### config.mk
export PLATFORM = sky130hd
export DESIGN_NAME = cts_window
export DESIGN_NICKNAME = d
export VERILOG_FILES = /design/src/rtl/cts_pkg.sv /design/src/rtl/cts_window.sv
export SDC_FILE = /design/constraint.sdc
export NUM_CORES = 1
export LEC_CHECK = 0
export BUFFER_PORTS_ARGS = -buffer_cell sky130_fd_sc_hd__clkbuf_2
export CAP_MARGIN = 20
export CORE_MARGIN = 3
export CORE_UTILIZATION = 35
export CTS_BUF_LIST = sky130_fd_sc_hd__clkbuf_4 sky130_fd_sc_hd__clkbuf_8
export DETAILED_ROUTE_END_ITERATION = 6
export PLACE_DENSITY = 0.7
export SLEW_MARGIN = 20
export SYNTH_ARGS = -nofsm -noshare
export SYNTH_HDL_FRONTEND = slang
export SYNTH_SLANG_ARGS = --single-unit
export TNS_END_PERCENT = 50
### constraint.sdc
create_clock -name clk -period 1.8 [get_ports clk]
set_input_delay 0.18 -clock clk [delete_from_list [all_inputs] [get_ports clk]]
set_output_delay 0.18 -clock clk [all_outputs]
set_load 0.05 [all_outputs]
### src/rtl/cts_pkg.sv
// shared constants and types for the 3x3 census transform stream
package cts_pkg;

	localparam int MAX_WIDTH  = 1024;
	localparam int LINE_AW    = $clog2(MAX_WIDTH);
	localparam int PIX_W      = 8;
	localparam int ROW_W      = 12;
	localparam int COL_W      = 10;
	localparam int WIDTH_W    = 11;
	localparam int CFG_W      = 12;
	localparam int CFG_IDX_W  = 1;
	localparam int FIFO_DEPTH = 8;
	localparam int FIFO_AW    = $clog2(FIFO_DEPTH);
	localparam int FIFO_CW    = FIFO_AW + 1;

	localparam logic [CFG_IDX_W-1:0] REG_IMAGE_WIDTH  = 1'd0;
	localparam logic [CFG_IDX_W-1:0] REG_IMAGE_HEIGHT = 1'd1;

	localparam logic MODE_PIXEL = 1'b0;
	localparam logic MODE_FLUSH = 1'b1;

	localparam logic [WIDTH_W-1:0] WIDTH_RESET  = 11'd640;
	localparam logic [ROW_W-1:0]   HEIGHT_RESET = 12'd480;

	// one stored line word: pixel of the row above and of the row two above
	typedef struct packed {
		logic [PIX_W-1:0] above;
		logic [PIX_W-1:0] two_above;
	} cts_line_t;

	// work handed from the counter stage to the window stage
	typedef struct packed {
		logic               valid;
		logic               upd;
		logic [PIX_W-1:0]   px;
		logic [COL_W-1:0]   addr;
		logic               emit_a;
		logic               emit_b;
		logic               interior;
		logic [ROW_W-1:0]   row;
		logic [COL_W-1:0]   col_a;
		logic               last;
	} cts_s1_t;

	// one result word
	typedef struct packed {
		logic [PIX_W-1:0] census_code;
		logic [ROW_W-1:0] out_row;
		logic [COL_W-1:0] out_col;
		logic             frame_end;
	} cts_res_t;

endpackage

### src/rtl/cts_window.sv
// 3x3 window shift, line store write-back and census code forming
module cts_window (
	input  logic                 clk,
	input  logic                 arst_n,
	input  cts_pkg::cts_s1_t     s1,
	input  cts_pkg::cts_line_t   rd_data,
	output logic                 wr_en,
	output logic [cts_pkg::LINE_AW-1:0] wr_addr,
	output cts_pkg::cts_line_t   wr_data,
	output logic                 push0,
	output logic                 push1,
	output cts_pkg::cts_res_t    res0,
	output cts_pkg::cts_res_t    res1
);
	import cts_pkg::*;

	// columns 1 and 2 of the window, index 0 is the top row
	logic [PIX_W-1:0] mid_q [3];
	logic [PIX_W-1:0] rgt_q [3];
	logic [PIX_W-1:0] centre;
	logic [PIX_W-1:0] code;
	logic             do_upd;

	assign do_upd  = s1.valid && s1.upd;
	assign wr_en   = do_upd;
	assign wr_addr = s1.addr[LINE_AW-1:0];
	assign wr_data = '{above: s1.px, two_above: rd_data.above};

	always_ff @(posedge clk or negedge arst_n) begin
		if (!arst_n) begin
			for (int i = 0; i < 3; i++) begin
				mid_q[i] <= '0;
				rgt_q[i] <= '0;
			end
		end else if (do_upd) begin
			for (int i = 0; i < 3; i++) begin
				mid_q[i] <= rgt_q[i];
			end
			rgt_q[0] <= rd_data.two_above;
			rgt_q[1] <= rd_data.above;
			rgt_q[2] <= s1.px;
		end
	end

	// after the shift the centre is the old right-middle pixel
	assign centre = rgt_q[1];
	always_comb begin
		code[7] = centre >= mid_q[0];
		code[6] = centre >= rgt_q[0];
		code[5] = centre >= rd_data.two_above;
		code[4] = centre >= mid_q[1];
		code[3] = centre >= rd_data.above;
		code[2] = centre >= mid_q[2];
		code[1] = centre >= rgt_q[2];
		code[0] = centre >= s1.px;
	end

	assign push0 = s1.valid && s1.emit_a;
	assign push1 = s1.valid && s1.emit_b;

	always_comb begin
		res0.census_code = (s1.upd && s1.interior) ? code : '0;
		res0.out_row     = s1.row;
		res0.out_col     = s1.col_a;
		res0.frame_end   = s1.last;
		res1.census_code = '0;
		res1.out_row     = s1.row;
		res1.out_col     = s1.addr;
		res1.frame_end   = 1'b0;
	end
endmodule

==> flow_summary.rst <==
.. list-table::
   :header-rows: 1

   * - Metric
     - Value
   * - Status
     - complete, but fails checks
   * - Failing checks
     - negative setup slack
   * - Fin. max-slew vios
     - 0
   * - Diodes inserted
     - 0
   * - Placed Instance Area
     - around 0.0039 mm²
   * - Max rail drop VDD
     - between 300 and 400 µV
   * - CTS Root Cell
     - clkbuf_8
   * - Maximum number of pins on one net before global-route repair
     - 50
   * - Total of fill cells in the finished design
     - about 1000
   * - Total CTS buffers
     - 5
   * - Gp weighted congestion
     - ~0.85
   * - Final setup violation count
     - 8
   * - Wire length of the first global-routing pass
     - 13300 µm
   * - GR Util All Layers
     - between 10% and 20%
   * - Final WL
     - between 8000 and 9000 µm
   * - Clock tree from TritonCTS
     - built
   * - Area of the mapped netlist
     - 0.003926 mm²
   * - Max-cap violations
     - 0
   * - Setup skew after layout
     - 4.899 ps
   * - Post-synthesis register bit count
     - between 40 and 50
   * - Largest driver fanout on the critical path
     - 5
   * - Number of buffers inserted by port buffering
     - 57
   * - Number of cells in the design after placement
     - about 570
   * - Share of synthesized flip-flops with an asynchronous set or reset
     - 100.0%
   * - Post-synthesis sequential area ratio
     - between 30% and 40%
   * - Leakage power total
     - around 2.2 nW
   * - Clock Pin Slew Worst Setup and Hold Paths
     - about 90 ps
   * - Pre-antenna DRT Iters
     - 4
   * - DP Wirelength
     - 6238 µm
   * - Row cnt
     - 38
   * - Slew of the pin with the lowest slew margin
     - between 500 and 600 ps
   * - Critical path endpoint category
     - primary output
   * - Finished layout cell area
     - roughly 0.0043 mm²
   * - Initial DRC Count
     - about 150
   * - Critical path data required time
     - around 1600 ps
   * - Startpoint of the lowest-slack register-to-register path
     - centre[0]
   * - Most frequent cell after synthesis
     - buf_4
   * - Worst setup slack for register-to-register paths
     - ~800 ps
   * - Non-filler cells, final
     - roughly 580
   * - Area share of the leading cell type in the synthesized netlist
     - between 30% and 40%
   * - Fmax
     - between 0.4 and 0.5 GHz
   * - Total die area
     - approximately 0.013 mm²
   * - End of the worst hold path
     - rgt_q[23]
   * - Yosys warning total
     - 0
   * - X dimension of the die
     - 111.9 µm
   * - Detail Route Antenna Nets
     - 0
   * - Initial Util
     - 36.06%
   * - Proportion of layout cells with a drive suffix above 1
     - a little over a quarter
   * - End of the worst register-to-register path
     - centre[0]
   * - Setup ws final
     - -454.7 ps
   * - CTS HTree Levels
     - 2
   * - Detail-routed via count per cell
     - 4.820
   * - Number of flops mapped to enable cells by yosys
     - 0
   * - Area growth from synthesis to layout
     - 9.656%
   * - DR DRC count
     - 0
   * - Mean instance size in the synthesized netlist
     - slightly below 9 µm²
   * - Hold Crit Class
     - primary input to flip-flop
   * - Worst hold stages
     - 3
   * - RSZ-0062 raised after global routing
     - yes
   * - Critical Path AT
     - ~2100 ps
   * - Worst max-slew margin expressed relative to the limit
     - 62.23%
   * - Final-layout worst hold slack
     - between 100 and 150 ps
   * - Final worst path period share
     - 125.3%
   * - WL/cell
     - approximately 14 µm
   * - R2R cell count
     - 3
   * - Top area cells in the synthesized netlist
     - dfrtp_1, ha_1, buf_4
   * - Via count of the first global-routing pass
     - ~2700
   * - Maximum count of clock buffers along a single path
     - 2
   * - Power per standard cell area
     - 844.7 mW/mm²
   * - Global-route congestion overflow total
     - 0
   * - Antenna violations before repair
     - 0
   * - Predominant post-synthesis flop cell
     - dfrtp_1
   * - Via count
     - 2815
   * - Later-pin clock latency in the skew report
     - roughly 310 ps
   * - Min Clock Period, post-route
     - approximately 2300 ps
   * - Total clock sinks
     - 48
   * - Kind of critical path
     - flip-flop to primary output
   * - Critical Path Start Type
     - flip-flop
   * - Largest area contributor in the netlist
     - dfrtp_1
   * - Final hold violation count
     - 0
   * - Hold wc startpoint
     - rd_data[7]
   * - Post-synth cell types
     - 25
   * - Number of primary I/O pins
     - ~160
   * - Net total in the final layout
     - roughly 570
   * - Mapped Cells
     - roughly 450
   * - Standard cell core area
     - between 0.01 and 0.015 mm²
   * - Die Y-Extent
     - around 110 µm
   * - Top post-synthesis cells by count
     - buf_4, ha_1, nand2_1, inv_1, o21ai_0
## cell families after synthesis
family,Yosys count,synth area share [%]
other cells,1,0.09551
simple gates,91,10.52
mux,4,1.147
compound gates,89,15.14
flops,48,30.59
fa+ha+maj,64,20.40
buf+inv,149,22.12
## layer usage
layer | track usage, % | up-vias | part of all wire [%] | wire length [µm]
met4 | 5.028 | 0 | 2.2 | 184
met2 | 22.18 | 75 | 50 | 4233
met1 | 16.56 | 1332 | 43 | 3593
met5 | 0 | - | 0 | 0
met3 | 2.609 | 22 | 4.6 | 389
li1 | - | 1386 | - | -
## layout by cell type (no fill, tap or decap), types with 5 or more instances in the layout
cell       Yosys  layout
nand3_1       11      11
nor2_1         8       8
nand2_1       58      57
a21o_1         5       5
buf_8          0       7
nand2b_4       3       7
o21ai_0       49      44
clkbuf_2       1      49
dfrtp_1       48      41
ha_4           0       6
clkbuf_8       0       7
a2111oi_4      3       7
conb_1         1       9
a21oi_1       11      11
o21a_1         8       8
dfrtp_2        0       7
inv_1         57      56
o21ai_2        0       5
ha_1          64      58
buf_4         80      12
o31a_1         5       5
## power by group
part | leakage [nW] | switching, W | internal (W)
registers | 0.591 | 0.000154 | 0.00124
logic | 1.53 | 0.000845 | 0.000696
clock network | 0.0516 | 0.000388 | 0.000315
## worst max path at each step
| stage | from | endpoint | slack (ps) | cells past startpoint |
|---|---|---|---|---|
| floorplan | centre[0] | res0[25] | -3 | 6 |
| global placement | centre[0] | res0[28] | -380 | 7 |
| detailed placement | centre[0] | res0[28] | -370 | 7 |
| CTS | centre[0] | res0[29] | -490 | 7 |
| global route | centre[0] | res0[26] | -530 | 7 |
| finish | centre[0] | res0[28] | -450 | 8 |
## area by class of cell
| type | instances | area (µm²) | share of cell area (%) |
|---|---|---|---|
| inverter | 58 | 222.7 | 5.173 |
| clock inverter | 2 | 13.76 | 0.3197 |
| tap | 140 | 175.2 | 4.069 |
| clock buffer | 6 | 82.58 | 1.918 |
| timing repair buffer | 72 | 495.5 | 11.51 |
| sequential | 48 | 1210 | 28.10 |
| multi-input combinational | 257 | 2098 | 48.74 |
| timing repair inverter | 1 | 7.507 | 0.1744 |
## through the flow
stage | utilization, % | total power, W | setup slack (ps) | TNS (ps)
4_1_cts | 37.96 | 0.003514 | -490.4 | -3391
3_3_place_gp | 35.49 | 0.002607 | -384.6 | -2013
3_5_place_dp | 35.49 | 0.002674 | -373.1 | -2071
2_1_floorplan | - | 0.002689 | -3.157 | -9.472
6_report | 39.54 | 0.003637 | -454.7 | -3415
5_1_grt | 39.54 | 0.003896 | -530.8 | -3963
## what timing repair did
action | in CTS | in global routing
gates resized for setup | 37 | 22
hold buffers | 1 | 0
gates cloned | 0 | 1
hold endpoints to repair | 19 | 0
setup buffers | 0 | 6
pin swaps | 2 | 17
setup endpoints to repair | 8 | 8
## state kept, by name, indices dropped and copies added (netlist names)
register	cells
rgt_q	16
mid_q	24
centre	8
## critical path: stages, from the launching register on
cell	delay (ps)
dfrtp_2	430
clkinv_4	110
buf_4	160
ha_4	200
nand2b_4	140
a2111oi_4	300
o31a_1	200
o21ai_2	70
buf_8	150
No activity file was read; power rests on OpenSTA's default activity.
