File: src/rtl/cts_pkg.sv
// shared constants and types for the 3x3 census transform stream
package cts_pkg;

	localparam int MAX_WIDTH  = 1024;
	localparam int LINE_AW    = $clog2(MAX_WIDTH);
	localparam int PIX_W      = 8;
	localparam int ROW_W      = 12;
	localparam int COL_W      = 10;
	localparam int WIDTH_W    = 11;
	localparam int CFG_W      = 12;
	localparam int CFG_IDX_W  = 1;
	localparam int FIFO_DEPTH = 8;
	localparam int FIFO_AW    = $clog2(FIFO_DEPTH);
	localparam int FIFO_CW    = FIFO_AW + 1;

	localparam logic [CFG_IDX_W-1:0] REG_IMAGE_WIDTH  = 1'd0;
	localparam logic [CFG_IDX_W-1:0] REG_IMAGE_HEIGHT = 1'd1;

	localparam logic MODE_PIXEL = 1'b0;
	localparam logic MODE_FLUSH = 1'b1;

	localparam logic [WIDTH_W-1:0] WIDTH_RESET  = 11'd640;
	localparam logic [ROW_W-1:0]   HEIGHT_RESET = 12'd480;

	// one stored line word: pixel of the row above and of the row two above
	typedef struct packed {
		logic [PIX_W-1:0] above;
		logic [PIX_W-1:0] two_above;
	} cts_line_t;

	// work handed from the counter stage to the window stage
	typedef struct packed {
		logic               valid;
		logic               upd;
		logic [PIX_W-1:0]   px;
		logic [COL_W-1:0]   addr;
		logic               emit_a;
		logic               emit_b;
		logic               interior;
		logic [ROW_W-1:0]   row;
		logic [COL_W-1:0]   col_a;
		logic               last;
	} cts_s1_t;

	// one result word
	typedef struct packed {
		logic [PIX_W-1:0] census_code;
		logic [ROW_W-1:0] out_row;
		logic [COL_W-1:0] out_col;
		logic             frame_end;
	} cts_res_t;

endpackage

File: src/rtl/cts_out_fifo.sv
// result word queue taking up to two words a cycle, giving one
module cts_out_fifo (
	input  logic              clk,
	input  logic              arst_n,
	input  logic              push0,
	input  logic              push1,
	input  cts_pkg::cts_res_t res0,
	input  cts_pkg::cts_res_t res1,
	output logic              room,
	output logic              valid,
	input  logic              ready,
	output cts_pkg::cts_res_t head
);
	import cts_pkg::*;

	cts_res_t           buf_q [FIFO_DEPTH];
	logic [FIFO_AW-1:0] wp_q;
	logic [FIFO_AW-1:0] rp_q;
	logic [FIFO_CW-1:0] cnt_q;
	logic               pop;
	logic [FIFO_AW-1:0] wp1;
	logic [FIFO_CW-1:0] n_push;

	assign valid  = cnt_q != '0;
	assign pop    = valid && ready;
	assign head   = buf_q[rp_q];
	assign wp1    = wp_q + FIFO_AW'(1);
	assign n_push = FIFO_CW'(push0) + FIFO_CW'(push1);
	// one word may sit in the window stage and one be accepted now, two results each
	assign room   = cnt_q <= FIFO_CW'(FIFO_DEPTH - 4);

	always_ff @(posedge clk) begin
		if (push0) begin
			buf_q[wp_q] <= res0;
		end
		if (push1) begin
			buf_q[wp1] <= res1;
		end
	end

	always_ff @(posedge clk or negedge arst_n) begin
		if (!arst_n) begin
			wp_q  <= '0;
			rp_q  <= '0;
			cnt_q <= '0;
		end else begin
			wp_q  <= wp_q + FIFO_AW'(n_push);
			rp_q  <= rp_q + FIFO_AW'(pop);
			cnt_q <= cnt_q + n_push - FIFO_CW'(pop);
		end
	end
endmodule

File: config.mk
export PLATFORM = sky130hd
export DESIGN_NAME = cts_out_fifo
export DESIGN_NICKNAME = d
export VERILOG_FILES = /design/src/rtl/cts_pkg.sv /design/src/rtl/cts_out_fifo.sv
export SDC_FILE = /design/constraint.sdc
export NUM_CORES = 1
export LEC_CHECK = 0
export ABC_CLOCK_PERIOD_IN_PS = 5540
export BUFFER_PORTS_ARGS = -buffer_cell sky130_fd_sc_hd__clkbuf_2
export CAP_MARGIN = 40
export CORE_MARGIN = 1
export CORE_UTILIZATION = 60
export DETAILED_ROUTE_END_ITERATION = 12
export PLACE_DENSITY = 0.8
export SKIP_CTS_REPAIR_TIMING = 1
export SLEW_MARGIN = 20
export SYNTH_ARGS = -nofsm -noshare
export SYNTH_HDL_FRONTEND = slang
export SYNTH_SLANG_ARGS = --single-unit
File: constraint.sdc
create_clock -name clk -period 5.54 [get_ports clk]
set_clock_uncertainty 0.15 [all_clocks]
set_input_delay 1.385 -clock clk [delete_from_list [all_inputs] [get_ports clk]]
set_output_delay 1.385 -clock clk [all_outputs]
set_load 0.05 [all_outputs]
==> results.toml, run 1 <==
[run_status]
status = "finished clean"

[power_and_ir_drop]
p_int_uw = 5860
p_sw_share_pct = 38.3
p_switching_uw = 3640
comb_power_share_pct = 46.0
power_uw = 9490
vdd_drop_max_v = 0.000432
power_leakage_uw = 0.00515
p_per_area_nw_per_um2 = 634
pwr-share-seq_pct = 35.0
power_frac_clock_pct = 19.0

[route]
wirelength_um = 29700
dr.pass1.iters = 5
num_vias = 7135
drtIter0Drc = 445
drtAntennaViolNets = 0
via_per_inst = 6.40
routedWlPerCell_um = 26.6
drc = 0

[cts]
cts_root_buffer = "clkbuf_16"
clk_latency_ns = 0.52
cts_tree = "done"
cts_sinks = 258
cts.clk_slew.worst_paths_ns = 0.06
cts_buffers = 27
htreeDepth = 1
clk_path_buf_depth = 3

[timing]
period_share_pct = 78.1
worst_slew_pin_slew_ns = 0.839
fin_hold_ws_ns = 0.404
setup-tns-final_ns = 0
hold_viol = 0
setup_violations = 0
slew_viol_final = 0
max_freq_mhz = 231
fin_crit_ns = 4.33
rsz0062_at_grt = "false"
maxSlewHeadroom_pct = 44.1

[worst_setup_path]
end_kind = "output pin"
start_kind = "register"
crit_path_max_fanout = 31
cp.arrival_ns = 2.79
cp.required_ns = 4.01
critical_path_class = "register to output pin"

[floorplan]
ios = 100
coreArea_um2 = 21100
die_h_um = 149
dieArea_um2 = 22100
die_w_um = 149
start_util_pct = 61.3
rows = 53

[grt]
grtUsageTotal_pct = 27.5
grt_pass1_wl_um = 44900
antenna_found_initial = 1
gr-total-overflow = 0
grt_max_degree = 48
grt_pass1_vias = 7724

[synth]
synth_cells = 706
syn_area_per_cell_um2 = 18.3
synth.cell_area_um2 = 12900
yosysUniqueCellTypes = 32
syn_nets = 785
yosysSeqAreaShare_pct = 59.5
synth_warnings = 0
ys_ff_latch = 258

[worst_hold_path]
hold_class = "register to register"

[place]
dp_hpwl_um = 17600
gp_congestion = 0.749
port_buffers = 99

[layout]
area_delta_synth_final_pct = 15.8
nets = 899
n_antenna_cell = 0
nFillCells = 1312
drive_gt1_share_pct = 62.6

[run]
drv_cap = 0
## flip-flops by register name (all words and copies together), names as in the netlist
register / count
wp_q: 3
rp_q: 3
buf_q: 248
cnt_q: 4
## power groups by stage
stage / Clock, uW / Sequential, uW / Combinational (uW)
floorplan: 0 / 3180 / 3180
global placement: 0 / 3370 / 4080
detailed placement: 0 / 3370 / 4330
CTS: 1820 / 3340 / 4360
global route: 1890 / 3380 / 4570
finish: 1800 / 3330 / 4370
## cells by family (layout without fill, tap and decap cells)
family                   after synthesis  after routing  synth area share (%)
adder cells (fa/ha/maj)               12             12                  1.28
flip-flops                           258            258                  59.5
AO/OA/AOI/OAI                         10             10                 0.484
XOR/XNOR                               8              8                 0.658
buffers and inverters                 51            185                  1.91
AND/OR/NAND/NOR                       26             26                  1.08
multiplexers                         341            341                  35.1
## layout make-up
class / count / area, um2 / share of cell area (%)
sequential: 258 / 7700 / 51.4
multi-input combinational: 397 / 5130 / 34.3
timing repair buffer: 128 / 898 / 6.00
clock buffer: 33 / 698 / 4.66
tap: 275 / 344 / 2.30
clock inverter: 16 / 175 / 1.17
inverter: 8 / 30.0 / 0.200
## layout by cell type, fill, tap and decap left out, drive strengths merged, types with 2 or more instances in the layout
master,instances
mux2,279
edfxtp,248
clkbuf,132
mux4,62
buf,29
clkinv,12
ha,10
dfrtp,10
inv,8
nand2,7
nor2,6
bufinv,4
xnor2,4
xor2,4
nand2b,3
o22ai,3
nor3,3
o21ai,3
or2,2
fa,2
## routing by layer
metal	track usage, %	wire length [um]	vias to the layer above
li1	-	-	3110
met1	35.3	11800	3729
met2	49.2	15600	246
met3	3.61	1610	48
met4	7.91	583	2
met5	0	11	-
## synth_stat cells
cell / number / area, um2
o21ai_0: 3 / 15.0
nor3b_1: 1 / 7.51
edfxtp_1: 248 / 7450
nand3_1: 1 / 5.00
inv_1: 8 / 30.0
or2_2: 2 / 12.5
a21oi_1: 1 / 5.00
nand2_1: 7 / 26.3
mux2_1: 2 / 22.5
mux4_2: 62 / 1400
nor3_2: 2 / 20.0
nand2b_1: 3 / 18.8
ha_1: 10 / 125
o22ai_1: 3 / 18.8
dfrtp_1: 10 / 250
xor2_1: 3 / 26.3
nand3b_1: 1 / 7.51
nor2_1: 6 / 22.5
o32ai_1: 1 / 8.76
or3b_2: 1 / 8.76
buf_4: 6 / 45.0
a21o_1: 1 / 7.51
clkbuf_1: 11 / 41.3
fa_1: 2 / 40.0
xor2_2: 1 / 16.3
xnor2_2: 1 / 16.3
xnor2_1: 3 / 26.3
o21bai_1: 1 / 7.51
and3_1: 1 / 6.26
nor3_1: 1 / 5.00
buf_2: 26 / 130
mux2_2: 277 / 3120
## stage by stage
stage | utilization [%] | worst slack [ns] | instances | instance area (um2)
floorplan | - | 1.03 | 706 | 12900
global placement | 65.7 | 1.76 | 1056 | 13900
detailed placement | 66.6 | 1.73 | 1063 | 14000
CTS | 70.7 | 1.17 | 1112 | 14900
global route | 71.0 | 1.10 | 1115 | 15000
finish | 71.0 | 1.21 | 1115 | 15000
## final timing paths
| check | from | to | slack, ns | cells past startpoint |
|---|---|---|---|---|
| hold / removal | cnt_q[0]$_DFF_PN0_ | cnt_q[0]$_DFF_PN0_ | 0.40 | 1 |
| setup / recovery | rp_q[2]$_DFF_PN0_ | head[30] | 1.21 | 4 |
| max in group asynchronous | arst_n | rp_q[0]$_DFF_PN0_ | 4.44 | 1 |
| min in group asynchronous | arst_n | cnt_q[0]$_DFF_PN0_ | 0.57 | 1 |
| hold reg to reg | cnt_q[0]$_DFF_PN0_ | cnt_q[0]$_DFF_PN0_ | 0.40 | 1 |
| setup reg to reg | wp_q[0]$_DFF_PN0_ | buf_q[3][17]$_DFFE_PP_ | 2.33 | 5 |
## critical path, cell delays in order (launching register included)
cell	delay (ns)
dfrtp_2	0.90
buf_4	0.42
mux4_2	0.36
mux2_2	0.29
clkbuf_2	0.26
Power figures use the tool's default switching activity.
==> run 2, diff against run 1 <==
--- a/config.mk
+++ b/config.mk
@@ -5,13 +5,13 @@
 export SDC_FILE = /design/constraint.sdc
 export NUM_CORES = 1
 export LEC_CHECK = 0
-export ABC_CLOCK_PERIOD_IN_PS = 5540
+export ABC_CLOCK_PERIOD_IN_PS = 3750
 export BUFFER_PORTS_ARGS = -buffer_cell sky130_fd_sc_hd__clkbuf_2
 export CAP_MARGIN = 40
 export CORE_MARGIN = 1
-export CORE_UTILIZATION = 60
+export CORE_UTILIZATION = 55
 export DETAILED_ROUTE_END_ITERATION = 12
-export PLACE_DENSITY = 0.8
+export PLACE_DENSITY = 0.77
 export SKIP_CTS_REPAIR_TIMING = 1
 export SLEW_MARGIN = 20
 export SYNTH_ARGS = -nofsm -noshare
==> constraint.sdc (replaced) <==
create_clock -name clk -period 3.75 [get_ports clk]
set_clock_uncertainty 0.15 [all_clocks]
set_input_delay 0.9375 -clock clk [delete_from_list [all_inputs] [get_ports clk]]
set_output_delay 0.9375 -clock clk [all_outputs]
set_load 0.05 [all_outputs]
==> run 2 against run 1 <==
  * Clock-buffer cell count rose by 3
  * Combinational power rose by 49%
  * Setup slack got worse by 1.1 ns
  * Sequential share of layout area fell by 0.23 points
  * Design area rose by 0.45%
  * Utilization fell by 5.2 points
  * First-iteration DRC count rose by 40%
  * Largest cell class unchanged
  * Critical path type unchanged
  * Power rose by 48%
==> results.toml, run 2 (synthesis results as in run 1) <==
[run_status]
status = "finished clean"

[route]
drc = 0
wirelength_um = 30000
via_per_inst = 6.17
drtAntennaViolNets = 0
drtIter0Drc = 625
dr.pass1.iters = 5
routedWlPerCell_um = 25.8
num_vias = 7155

[worst_setup_path]
end_kind = "output pin"
cp_slowest_cell = "dfrtp_4"
crit_path_max_fanout = 22
cpPeakStageDelay_ns = 0.61
critical_path_class = "register to output pin"
start_kind = "register"
cp.depth = 4
cp.arrival_ns = 2.51
cp.required_ns = 2.66
crit_family = "multiplexers"
worstRegToRegCells = 5
cp_cell_sequence = "buf_12 -> mux4_2 -> mux2_2 -> clkbuf_2"
worst-path-buf-inv = 2

[layout]
final_core_util_pct = 65.9
nets = 902
largest_register_ffs = 248
fin_cells = 1159
area_delta_synth_final_pct = 16.3
drive_gt1_share_pct = 62.7
final_cell_mix = "mux2_2 (277), edfxtp_1 (248), clkbuf_2 (99), mux4_2 (62), clkbuf_16 (29)"
mostFrequentLayoutCell = "mux2_2"
nFillCells = 1537
regMostFlops = "buf_q"
largest_registers = "buf_q x248, cnt_q x4"

[floorplan]
dieArea_um2 = 24100
start_util_pct = 56.6
coreArea_um2 = 22800
die_w_um = 155
die_h_um = 155
rows = 55
ios = 100

[timing]
setup_violations = 0
hold_viol = 0
max_freq_mhz = 278
worst_slack_ns = 0.155
setup-tns-final_ns = 0
maxSlewHeadroom_pct = 44.2
fin_hold_ws_ns = 0.114
rsz0062_at_grt = "false"
period_share_pct = 95.9
worst_slew_pin_slew_ns = 0.837
fin_crit_ns = 3.59
slew_viol_final = 0

[grt]
antenna_found_initial = 2
grt_max_degree = 36
grt_pass1_wl_um = 45600
gr-total-overflow = 0
grtUsageTotal_pct = 25.8
grt_pass1_vias = 7700

[power_and_ir_drop]
power_leakage_uw = 0.00515
vdd_drop_max_v = 0.000614
p_int_uw = 8670
p_sw_share_pct = 38.4
p_per_area_nw_per_um2 = 935
p_switching_uw = 5400
power_frac_clock_pct = 19.3
comb_power_share_pct = 46.3
pwr-share-seq_pct = 34.4

[place]
post-place-cells = 1105
post-place-ws_ns = 0.555
dp_hpwl_um = 17600
gp_congestion = 0.757
port_buffers = 99

[cts]
htreeDepth = 1
cts.clk_slew.worst_paths_ns = 0.06
cts_root_buffer = "clkbuf_16"
cts_sinks = 258
cts_buffers = 28
clk_path_buf_depth = 3
cts_tree = "done"
clk_latency_ns = 0.53

[worst_hold_path]
hold_class = "primary input to asynchronous set/reset pin"

[run]
drv_cap = 0
## run 2: cell types whose count changed in the layout (fill, tap and decap cells not counted), sizes merged
| cell | before | now |
|---|---|---|
| buf | 29 | 31 |
| bufinv | 4 | 3 |
| clkbuf | 132 | 135 |
| clkinv | 12 | 11 |
| clkinvlp | 0 | 2 |
| diode | 0 | 1 |
## run 2: metrics by stage
step,instance area (um2),power (uW)
floorplan,12900,9410
global placement,14100,11200
detailed placement,14100,11400
CTS,15000,14100
global route,15000,14600
finish,15000,14100
## run 2: path summary, 6_finish.rpt
check	start	slack, ns	end
max in group asynchronous	arst_n	3.10	rp_q[0]$_DFF_PN0_
min	arst_n	0.11	rp_q[0]$_DFF_PN0_
max	rp_q[0]$_DFF_PN0_	0.16	head[5]
max reg2reg	wp_q[0]$_DFF_PN0_	0.74	buf_q[1][20]$_DFFE_PP_
min reg2reg	cnt_q[0]$_DFF_PN0_	0.40	cnt_q[0]$_DFF_PN0_
min in group clk	cnt_q[0]$_DFF_PN0_	0.40	cnt_q[0]$_DFF_PN0_
## run 2: power groups by stage
| stage | combinational (uW) | sequential, uW | clock (uW) |
|---|---|---|---|
| global placement | 6340 | 4880 | 0 |
| detailed placement | 6480 | 4940 | 0 |
| finish | 6520 | 4840 | 2710 |
| floorplan | 4710 | 4700 | 0 |
| CTS | 6510 | 4880 | 2740 |
| global route | 6820 | 4930 | 2870 |
## run 2: cell type report
cell class / instances / area, um2 / share of cell area, %
Multi-Input combinational cell: 397 / 5130 / 34.1
Clock buffer: 36 / 752 / 5.00
Clock inverter: 16 / 151 / 1.01
Sequential cell: 258 / 7700 / 51.2
Antenna cell: 1 / 2.50 / 0.0166
Tap cell: 313 / 392 / 2.60
Timing Repair Buffer: 130 / 886 / 5.89
Inverter: 8 / 30.0 / 0.200
## run 2: metal layers
metal | up-vias | track usage [%] | part of all wire [%]
met3 | 61 | 4.12 | 6.6
met5 | - | 0 | 0.040
met1 | 3725 | 33.5 | 40
met2 | 257 | 44.7 | 51
li1 | 3110 | - | -
met4 | 2 | 7.89 | 2.3
## run 2: worst reg2reg max path, stage by stage (launching register included)
cell and delay (ns):
dfrtp_1 0.51, ha_1 0.33, xnor2_2 0.59, nand2_2 0.42
buf_4 0.41, mux2_2 0.34
